<file path="config.mk">
export PLATFORM = sky130hd
export DESIGN_NAME = ssmd_front
export DESIGN_NICKNAME = d
export VERILOG_FILES = /design/src/design/ssmd_pkg.sv /design/src/design/ssmd_front.sv
export SDC_FILE = /design/constraint.sdc
export NUM_CORES = 1
export LEC_CHECK = 0
export BUFFER_PORTS_ARGS = -buffer_cell sky130_fd_sc_hd__buf_2
export CAP_MARGIN = 20
export CORE_ASPECT_RATIO = 2
export CORE_MARGIN = 1.5
export CORE_UTILIZATION = 51
export DETAILED_ROUTE_END_ITERATION = 8
export PLACE_DENSITY_LB_ADDON = 0.2
export SLEW_MARGIN = 10
export SYNTH_ARGS = -nofsm -noshare
export SYNTH_HDL_FRONTEND = slang
export SYNTH_SLANG_ARGS = --single-unit
</file>
<file path="constraint.sdc">
create_clock -name clk -period 2.3 [get_ports clk]
set_clock_uncertainty 0.1 [all_clocks]
set_input_delay 0.46 -clock clk [delete_from_list [all_inputs] [get_ports clk]]
set_output_delay 0.46 -clock clk [all_outputs]
set_load 0.02 [all_outputs]
</file>
<file path="src/design/ssmd_pkg.sv">
// ----------------------------------------------------------------------------
// Seven-segment multiplexed driver package
// Shared types, command codes, operation codes and the symbol table.
// ----------------------------------------------------------------------------
`default_nettype none

package ssmd_pkg;

  localparam int MaxDigitsDef = 8;

  localparam logic [2:0] CMD_WRITE_SYMBOL = 3'd0;
  localparam logic [2:0] CMD_WRITE_DEC    = 3'd1;
  localparam logic [2:0] CMD_WRITE_HEX    = 3'd2;
  localparam logic [2:0] CMD_CLEAR        = 3'd3;
  localparam logic [2:0] CMD_REFRESH      = 3'd4;

  localparam logic REG_DIGITS = 1'b0;
  localparam logic REG_ANODE  = 1'b1;

  localparam logic [3:0]  DIGITS_RESET  = 4'd4;
  localparam logic [31:0] DIV10_MAGIC   = 32'hCCCC_CCCD;
  localparam int          DIV10_SHIFT   = 35;

  typedef enum logic [2:0] {
    OP_NOP,
    OP_SYMBOL,
    OP_DEC,
    OP_HEX,
    OP_CLEAR,
    OP_REFRESH
  } op_t;

  typedef struct packed {
    op_t         op;
    logic [2:0]  digit;
    logic [4:0]  symbol;
    logic [31:0] value;
  } cmd_t;

  function automatic logic [4:0] active_count(logic [3:0] digits, int unsigned maxd);
    logic [4:0] n;
    n = {1'b0, digits};
    if (n == 5'd0) begin
      n = 5'd1;
    end
    if (n > 5'(maxd)) begin
      n = 5'(maxd);
    end
    return n;
  endfunction

  function automatic logic [7:0] glyph_of(logic [4:0] sym);
    logic [7:0] g;
    case (sym)
      5'd0:    g = 8'h3F;
      5'd1:    g = 8'h06;
      5'd2:    g = 8'h5B;
      5'd3:    g = 8'h4F;
      5'd4:    g = 8'h66;
      5'd5:    g = 8'h6D;
      5'd6:    g = 8'h7D;
      5'd7:    g = 8'h07;
      5'd8:    g = 8'h7F;
      5'd9:    g = 8'h6F;
      5'd10:   g = 8'h5F;
      5'd11:   g = 8'h7C;
      5'd12:   g = 8'h58;
      5'd13:   g = 8'h5E;
      5'd14:   g = 8'h7B;
      5'd15:   g = 8'h71;
      5'd16:   g = 8'h77;
      5'd17:   g = 8'h39;
      5'd18:   g = 8'h79;
      5'd19:   g = 8'h76;
      5'd20:   g = 8'h1E;
      5'd21:   g = 8'h38;
      5'd22:   g = 8'h73;
      5'd23:   g = 8'h3E;
      5'd24:   g = 8'h80;
      default: g = 8'h00;
    endcase
    return g;
  endfunction

endpackage

`default_nettype wire

</file>
<file path="src/design/ssmd_front.sv">
// ----------------------------------------------------------------------------
// Seven-segment driver command front end
// Decodes incoming commands into operations and queues them for execution.
// ----------------------------------------------------------------------------
`default_nettype none

module ssmd_front import ssmd_pkg::*; #(
  parameter int MAX_DIGITS = MaxDigitsDef
) (
  input  wire logic        clk,
  input  wire logic        rst_n,
  input  wire logic        start,
  output logic             busy,
  input  wire logic [2:0]  in_command,
  input  wire logic [2:0]  in_digit_index,
  input  wire logic [4:0]  in_symbol_index,
  input  wire logic [31:0] in_value,
  input  wire logic [3:0]  digits_in_use,
  input  wire logic        pop,
  output logic             q_valid,
  output cmd_t             q_entry
);

  cmd_t       queue_r [2];
  logic       wr_ptr_r, wr_ptr_nxt;
  logic       rd_ptr_r, rd_ptr_nxt;
  logic [1:0] count_r, count_nxt;
  logic       push;
  logic [4:0] n_active;
  cmd_t       entry;

  assign n_active = active_count(digits_in_use, MAX_DIGITS);
  assign busy     = (count_r == 2'd2);
  assign push     = start && !busy;
  assign q_valid  = (count_r != 2'd0);
  assign q_entry  = queue_r[rd_ptr_r];

  always_comb begin
    entry.digit  = in_digit_index;
    entry.symbol = in_symbol_index;
    entry.value  = in_value;
    unique case (in_command)
      CMD_WRITE_SYMBOL: begin
        entry.op = ({2'b00, in_digit_index} < n_active) ? OP_SYMBOL : OP_NOP;
      end
      CMD_WRITE_DEC: begin
        entry.op = OP_DEC;
      end
      CMD_WRITE_HEX: begin
        entry.op = OP_HEX;
      end
      CMD_CLEAR: begin
        entry.op = OP_CLEAR;
      end
      CMD_REFRESH: begin
        entry.op = OP_REFRESH;
      end
      default: begin
        entry.op = OP_NOP;
      end
    endcase
  end

  always_comb begin
    wr_ptr_nxt = push ? ~wr_ptr_r : wr_ptr_r;
    rd_ptr_nxt = pop ? ~rd_ptr_r : rd_ptr_r;
    count_nxt  = count_r + {1'b0, push} - {1'b0, pop};
  end

  always_ff @(posedge clk) begin
    if (!rst_n) begin
      wr_ptr_r <= 1'b0;
      rd_ptr_r <= 1'b0;
      count_r  <= 2'd0;
    end else begin
      wr_ptr_r <= wr_ptr_nxt;
      rd_ptr_r <= rd_ptr_nxt;
      count_r  <= count_nxt;
    end
  end

  always_ff @(posedge clk) begin
    if (push) begin
      queue_r[wr_ptr_r] <= entry;
    end
  end

`ifndef SYNTHESIS
  a_count_range: assert property (@(posedge clk) disable iff (!rst_n)
    count_r != 2'd3)
    else $error("queue count out of range");
  a_no_pop_empty: assert property (@(posedge clk) disable iff (!rst_n)
    pop |-> count_r != 2'd0)
    else $error("pop from empty queue");
  a_push_grows: assert property (@(posedge clk) disable iff (!rst_n)
    (push && !pop) |=> count_r == $past(count_r) + 2'd1)
    else $error("push lost");
`endif

endmodule

`default_nettype wire

</file>
==> impl_metrics.ini <==
[power]
power_mw = 4.00
vdd_drop_max_v = 0.000677
p_sw_frac = 0.239
comb_power_share = 0.169
power_frac_clock = 0.319
leakage_nw = 1.67
power_switching_mw = 0.954
p_per_area_nw_per_um2 = 920
intPower_mw = 3.04
seqPwrFrac = 0.512

[layout]
regArea_sq_um = 2680
drive_above_1_share = 0.554
antennaDiodeCount = 0
final_cell_mix = buf_2 (95), edfxtp_1 (86), mux2_2 (43)
fin_area_sq_um = 4340
multi_input_area_sq_um = 706
layout_commonest_cell = buf_2
syn2layout_area_growth_pct = 25.7
fillerInstances = 505
finalNetCount = 339

[placed_design]
dp_slack_ns = 0.423
dpl_cell_area_sq_um = 4080
hpwl_microns = 3990
port_buffers = 95
gp_congestion = 0.697

[clock_tree]
postCtsSetupRepairBufs = 0
cts_resized = 0
h-tree-depth = 3
clk_pin_slew_ns = 0.06
cts_max_path_buffers = 2
cts_root_buf = clkbuf_16
cts.sinks = 91
cts_made_buffers = 9
hold_buffers = 0
cts_tree = done
clk_latency_ns = 0.33

[timing]
rsz0062_at_grt = no
finalMaxSlewViolations = 0
clock.fmax_mhz = 470
slew_headroom = 0.780
postLayoutSetupSlackWorst_ns = 0.173
finalCriticalPeriod_ns = 2.13
hold_viol_final = 0
timing.final.crit_share = 0.925
setup_viol = 0
tightest_slew_ns = 0.329
setup_total_negative_slack_ns = 0

[floorplanning]
fp.dieH_microns = 119
die_w_microns = 61.2
start_util = 0.526
dieArea_sq_um = 7310
ios = 96
core_sq_um = 6570
rows = 42

[critical_path]
required_ns = 1.74
critical_path_arrival_ns = 1.57
path_buf_inv = 2
regToRegSetupSlack_ns = 0.54
crit_path_start_kind = register
cp_slowest_cell = dfxtp_2
critical_path_peak_fanout = 17
crit_chain = buf_12 -> mux2_2 -> buf_2
worst_setup_path_end_kind = output port
crit_family = flip-flops
max_stage_delay_ns = 0.53
critPathKind = reg2out

[min_path]
worst_hold_path_type = in2reg

[grt]
gr-usage-met1 = 0.184
grt-ovfl-total = 0
grt_antenna_before_repair = 0
grtUsageMet2 = 0.293
grt_most_used_layer = met2
grt_max_degree = 35
grt_pass1_vias = 1968
grtUsageMet3 = 0.0554
grt_pass1_wl_microns = 8960
grt.total_usage = 0.172

[drt]
ant_nets = 0
wire_per_inst_microns = 15.3
drtIter0Drc = 39
first_pass_iters = 4
drt-total-wl_microns = 5780
vias = 1863
avgViaCountPerCell = 4.94
post-route-drc-count = 0

[yosys]
syn_area_sq_um = 3460
synth_edf_count = 86
synth_seq_cells = 91
yosysWarnings = 0
ys_async_sr_fraction = 0
syn_area_per_cell_sq_um = 19.4
synth_ff_type = edfxtp_1
yosysSeqAreaShare = 0.776
syn_inst = 178
ys_types = 24
syn-num-nets = 233

[job]
cap_viol_max_count = 0

[outcome]
status = complete, no violations
## layer usage
metal / share of wire / vias up
met4: 0.018 / 0
li1: - / 897
met1: 0.37 / 893
met2: 0.55 / 66
met5: 0 / -
met3: 0.061 / 7
## state kept, by name (all words and copies together), names as in the netlist, named ones only
signal    cells
wr_ptr_r      1
queue_r      86
rd_ptr_r      1
count_r       2
## worst reg2reg max path: stages, from the launching register on
cell	delay, ns
dfxtp_1	0.35
nand2b_2	0.15
inv_2	0.04
or3_1	0.34
inv_2	0.24
buf_12	0.22
## cell usage after synthesis, drive strengths merged, types with 2 or more instances
library cell | number | area share
mux2 | 43 | 0.14
a21oi | 2 | 0.0029
nand2 | 4 | 0.0043
inv | 5 | 0.0054
nand2b | 3 | 0.0062
o21ai | 2 | 0.0029
ha | 4 | 0.014
nor3 | 3 | 0.0043
nor2 | 5 | 0.0054
xnor2 | 2 | 0.0051
buf | 5 | 0.014
and2 | 2 | 0.0036
edfxtp | 86 | 0.75
dfxtp | 5 | 0.029
## worst paths after layout
kind	from	end	depth (start not counted)
setup / recovery	register	q_entry[1]	3
hold / removal	in_value[30]	queue_r[1][30]$_DFFE_PP_	1
setup reg to reg	count_r[0]$_SDFF_PN0_	queue_r[0][9]$_DFFE_PP_	5
hold reg to reg	wr_ptr_r$_SDFFE_PN0P_	wr_ptr_r$_SDFFE_PN0P_	2
## kinds of logic after synthesis
| logic type | synth area share |
|---|---|
| AOI/OAI and AO/OA | 0.0105 |
| xor gates and xnor gates | 0.00760 |
| adders and majority gates | 0.0145 |
| buffers and inverters | 0.0199 |
| DFF | 0.776 |
| muxes | 0.140 |
| and+or+nand+nor | 0.0315 |
## cell type report
| cell class | instances | area share |
|---|---|---|
| Sequential cell | 91 | 0.618 |
| Multi-Input combinational cell | 77 | 0.162 |
| Timing Repair Buffer | 100 | 0.130 |
| Clock buffer | 15 | 0.0593 |
| Tap cell | 88 | 0.0253 |
| Inverter | 5 | 0.00432 |
| Clock inverter | 1 | 0.00115 |
## through the flow
step | utilization | hold slack [ns] | cells
3_3_place_gp | 0.621 | 0.377 | 361
4_1_cts | 0.661 | 0.206 | 377
3_5_place_dp | 0.621 | 0.380 | 361
6_report | 0.661 | 0.220 | 377
2_1_floorplan | - | 0.358 | 178
5_1_grt | 0.661 | 0.206 | 377
## power groups by stage
stage	Clock (mW)	Sequential [mW]	Combinational, mW
floorplan	0	2.06	0.445
global placement	0	2.07	0.678
detailed placement	0	2.08	0.686
CTS	1.31	2.05	0.688
global route	1.37	2.06	0.737
finish	1.28	2.05	0.675
No activity file was read; power rests on OpenSTA's default activity.
